### src/rtl/core/sscp_pkg.sv
// Shared types for the segment closest-point pipeline.
`default_nettype none

package sscp_pkg;

    // Where an unclamped fixed-point quotient falls against the unit range
    typedef struct packed {
        logic below_zero;   // quotient is negative with a magnitude of at least one LSB
        logic above_one;    // quotient exceeds one
    } div_flag_t;

endpackage

`default_nettype wire

### src/rtl/core/sscp_div.sv
// Pipelined restoring divider giving a fixed-point quotient clamped to [0, 1].
`default_nettype none

module sscp_div #(
    parameter int NW = 53,
    parameter int FB = 16
) (
    input  wire                  aclk,
    input  wire                  en_i,
    input  wire signed [NW-1:0]  num_i,
    input  wire signed [NW-1:0]  den_i,
    output logic [FB:0]          quo_o,
    output sscp_pkg::div_flag_t  flag_o
);

    typedef struct packed {
        logic                zero;
        logic                one;
        sscp_pkg::div_flag_t flag;
    } ctl_t;

    logic [NW-1:0] un, ud;
    logic          sd, ge;
    ctl_t          ctl_next;

    logic [NW-1:0] rem_reg [0:FB-1];
    logic [NW-1:0] den_reg [0:FB-1];
    logic [FB-1:0] quo_reg [1:FB];
    ctl_t          ctl_reg [0:FB];

    always_comb begin
        un = num_i[NW-1] ? NW'(-num_i) : NW'(num_i);
        ud = den_i[NW-1] ? NW'(-den_i) : NW'(den_i);
        sd = num_i[NW-1] ^ den_i[NW-1];
        ge = un >= ud;
        ctl_next.zero = sd;
        ctl_next.one  = !sd && ge;
        ctl_next.flag.below_zero = sd && ({un, {FB{1'b0}}} >= (NW+FB)'(ud));
        ctl_next.flag.above_one  = !sd && ((NW+FB+1)'({un, {FB{1'b0}}})
                                   >= (NW+FB+1)'({ud, {FB{1'b0}}}) + (NW+FB+1)'(ud));
    end

    // a numerator at or above the divisor saturates at one (zero if the signs differ); start from zero then
    always_ff @(posedge aclk) begin
        if (en_i) begin
            rem_reg[0] <= ge ? '0 : un;
            den_reg[0] <= ud;
            ctl_reg[0] <= ctl_next;
        end
    end

    for (genvar j = 1; j <= FB; j++) begin : g_step
        logic [NW+1:0] diff;
        logic          qbit;

        assign diff = {1'b0, rem_reg[j-1], 1'b0} - {2'b00, den_reg[j-1]};
        assign qbit = ~diff[NW+1];

        if (j == 1) begin : g_first
            always_ff @(posedge aclk) begin
                if (en_i) begin
                    quo_reg[j] <= FB'(qbit);
                end
            end
        end else begin : g_next
            always_ff @(posedge aclk) begin
                if (en_i) begin
                    quo_reg[j] <= {quo_reg[j-1][FB-2:0], qbit};
                end
            end
        end

        if (j < FB) begin : g_rem
            always_ff @(posedge aclk) begin
                if (en_i) begin
                    rem_reg[j] <= qbit ? diff[NW-1:0] : {rem_reg[j-1][NW-2:0], 1'b0};
                    den_reg[j] <= den_reg[j-1];
                end
            end
        end

        always_ff @(posedge aclk) begin
            if (en_i) begin
                ctl_reg[j] <= ctl_reg[j-1];
            end
        end
    end

    always_comb begin
        if (ctl_reg[FB].zero) begin
            quo_o = '0;
        end else if (ctl_reg[FB].one) begin
            quo_o = (FB+1)'(1) << FB;
        end else begin
            quo_o = {1'b0, quo_reg[FB]};
        end
        flag_o = ctl_reg[FB].flag;
    end

endmodule

`default_nettype wire

### config.mk
export PLATFORM = sky130hd
export DESIGN_NAME = sscp_div
export DESIGN_NICKNAME = d
export VERILOG_FILES = /design/src/rtl/core/sscp_pkg.sv /design/src/rtl/core/sscp_div.sv
export SDC_FILE = /design/constraint.sdc
export NUM_CORES = 2
export LEC_CHECK = 0
export BUFFER_PORTS_ARGS = -buffer_cell sky130_fd_sc_hd__buf_2
export CAP_MARGIN = 0
export CORE_MARGIN = 10
export CORE_UTILIZATION = 40
export CTS_CLUSTER_DIAMETER = 80
export DETAILED_ROUTE_END_ITERATION = 16
export GPL_ROUTABILITY_DRIVEN = 0
export REMOVE_ABC_BUFFERS = 1
export SYNTH_ARGS = -nofsm -noshare
export SYNTH_HDL_FRONTEND = slang
export SYNTH_SLANG_ARGS = --single-unit
### constraint.sdc
create_clock -name aclk -period 15.15 [get_ports aclk]
set_input_delay 3.03 -clock aclk [delete_from_list [all_inputs] [get_ports aclk]]
set_output_delay 3.03 -clock aclk [all_outputs]
set_load 0.01 [all_outputs]
==> impl_metrics.env <==
export IMPL_rows=199
export IMPL_setup_viol=0
export IMPL_hold_viol=0
export IMPL_yosys_area_top_type="edfxtp_1"
export IMPL_status="finished, final reports clean"
export IMPL_cts_root_buf="clkbuf_16"
export IMPL_firstDrtPassIters=6
export IMPL_synth_top_cell_area_share=0.485
export IMPL_die_area_sq_um=316000
export IMPL_vias_per_cell=5.40
export IMPL_ant_nets=0
export IMPL_start_util=0.401
export IMPL_critPathTopFamily="compound AO/OA/AOI/OAI gates"
export IMPL_synthCells=11200
export IMPL_critPathMaxFanout=10
export IMPL_wirelength_mm=257
export IMPL_cts_clk_slew_worst_paths_ps=70
export IMPL_tns_ps=0
export IMPL_fin_crit_ps=9880
export IMPL_cp_buffers_inverters=2
export IMPL_rsz0062_at_grt="false"
export IMPL_cts_tree="yes"
export IMPL_clock_path_buffers=3
export IMPL_reg2reg_depth=15
export IMPL_wire_per_inst_um=16.6
export IMPL_cts_hold_buf=0
export IMPL_design_portCount=127
export IMPL_dpl_hpwl_mm=197
export IMPL_post_cts_buffers=0
export IMPL_ys_ff_latch=1900
export IMPL_grt_max_degree=153
export IMPL_hold_start="quo_reg[0][50]"
export IMPL_hold_depth=0
export IMPL_cpMaxStageDelayCell="or4b_1"
export IMPL_ctsResizeCount=0
export IMPL_grt_pass1_vias=84800
export IMPL_cpPeakStageDelay_ps=510
export IMPL_die_w_um=562
export IMPL_cp_common_cell="o21ai_0"
export IMPL_yosys_top_cells_area="edfxtp_1 (49%), ha_1 (11%), a21oi_1 (4.0%), xnor2_1 (3.7%), o21ai_0 (3.6%)"
export IMPL_drive_gt1_frac=0.0719
export IMPL_clk_latency_ps=840
export IMPL_worstSetupPathType="input port to register"
export IMPL_drt_initial_drc_count=4767
export IMPL_fin_util=0.442
export IMPL_critPathLaunch="den_i[0]"
export IMPL_dr_total_vias=83400
export IMPL_fin_crit_sh=0.652
export IMPL_power_total_w=0.0265
export IMPL_grt_pass1_wl_mm=420
export IMPL_yosysSeqAreaShare=0.485
export IMPL_cp_data_arrival_time_ps=10460
export IMPL_ys_dominant_reg_cell="edfxtp_1"
export IMPL_clock_sinks=1900
export IMPL_r2r_end="rem_reg[3][16]"
export IMPL_hold_class="register to register"
export IMPL_slew_headroom=0.0362
export IMPL_yosys_warnings=0
export IMPL_cp_start_kind="input port"
export IMPL_dieHeight_um=562
export IMPL_maxCapViolations=0
export IMPL_htree_num_levels=4
export IMPL_peakVddDrop_v=0.000121
export IMPL_p_per_area_nw_per_um2=204
export IMPL_io_buffers=126
export IMPL_finalClockSkew_ps=41.7
export IMPL_grt_usage=0.157
export IMPL_avgSynthCellArea_sq_um=10.5
export IMPL_fillers=26900
export IMPL_endpoint_kind="register"
export IMPL_drv_slew=0
export IMPL_tightest_slew_ps=1430
export IMPL_cp_required_ps=15730
export IMPL_syn_to_final_growth_pct=10.3
export IMPL_fin_nets=12500
export IMPL_drc=0
export IMPL_core_sq_um=293000
export IMPL_leakagePower_nw=53.4
export IMPL_numCtsBuffers=212
export IMPL_synthesis_area_sq_um=118000
export IMPL_r2r_start="den_reg[5][0]"
export IMPL_grt_overflow=0
export IMPL_max_clock_freq_ghz=0.101
export IMPL_synth_cell_types=98
export IMPL_async_flop_share=0
export IMPL_antenna_found_initial=1
export IMPL_synth_edf_count=1900
export IMPL_rrSetupSlack_ps=8880
export IMPL_holdPathEnd="quo_reg[1][3]"
Yosys cell counts (all sizes together), types with 85 or more instances:
library cell	count
a21o	508
a21oi	930
a31oi	96
and3	85
clkbuf	226
edfxtp	1900
ha	989
inv	1102
mux2	212
nand2	829
nand2b	181
nand3	180
nand4	117
nor2	641
nor2b	197
nor3	142
o21a	106
o21ai	855
o21bai	111
o31ai	106
xnor2	497
xor2	337
layout by cell type (no fill, tap or decap), types with 29 or more instances in the layout:
master / count
a211oi_1: 68
a21o_1: 507
a21oi_1: 928
a31oi_1: 95
and2_1: 78
and3_1: 85
buf_2: 125
buf_4: 70
clkbuf_1: 46
clkbuf_16: 214
clkinv_1: 44
clkinv_2: 33
edfxtp_1: 1900
ha_1: 989
inv_1: 1099
mux2_2: 212
nand2_1: 828
nand2b_1: 180
nand3_1: 179
nand4_1: 117
nor2_1: 639
nor2b_1: 197
nor3_1: 141
o211ai_1: 45
o21a_1: 104
o21ai_0: 846
o21bai_1: 111
o31ai_1: 104
o41ai_1: 29
or2_2: 45
or3_1: 58
xnor2_1: 497
xor2_1: 333
layout make-up:
cell class                      instances  area [sq um]  share of cell area
Sequential cell                      1900         57100               0.440
Tap cell                             3919          4900              0.0378
Clock buffer                          260          5530              0.0426
Antenna cell                            1          2.50           0.0000193
Multi-Input combinational cell       7941         55600               0.428
Timing Repair Buffer                  201          1270             0.00980
Inverter                             1103          4140              0.0319
Clock inverter                        124          1280             0.00985
power by group:
part           total, W  internal (W)  switching (W)
sequential      0.00875       0.00798       0.000763
combinational    0.0128       0.00548        0.00732
clock           0.00499       0.00289        0.00210
stage by stage:
step / area, sq um / hold WS (ps) / instances / setup slack (ps)
after detailed placement: 123000 / 405 / 15100 / 4500
after global placement: 123000 / 401 / 15100 / 4560
after floorplan: 117000 / 400 / 10900 / 651
after CTS: 130000 / 387 / 15400 / 5420
after global routing: 130000 / 397 / 15400 / 4990
final: 130000 / 396 / 15400 / 5270
how the worst max path moves through the flow:
stage,to,cells past startpoint
after global placement,ctl_reg[0][0],32
after floorplan,rem_reg[6][77],13
after detailed placement,ctl_reg[0][0],32
after global routing,ctl_reg[0][0],31
final,ctl_reg[0][0],31
after CTS,ctl_reg[0][0],32
per-layer routing:
layer,wire length [um],part of all wire,GRT usage,up-vias
met5,0,0,0,-
li1,-,-,-,41300
met4,15100,0.059,0.0854,0
met2,127000,0.50,0.286,2356
met1,104000,0.40,0.177,38900
met3,10800,0.042,0.0221,858
logic make-up after synthesis:
group / count (synthesis) / share of synthesized area
flip-flops: 1900 / 0.485
buffers and inverters: 1363 / 0.0436
AO/OA/AOI/OAI: 3171 / 0.168
XOR/XNOR: 834 / 0.0624
AND/OR/NAND/NOR: 2701 / 0.111
multiplexers: 220 / 0.0210
adder cells (fa/ha/maj): 1015 / 0.109
Note: power is estimated with default switching activity, not from simulation.
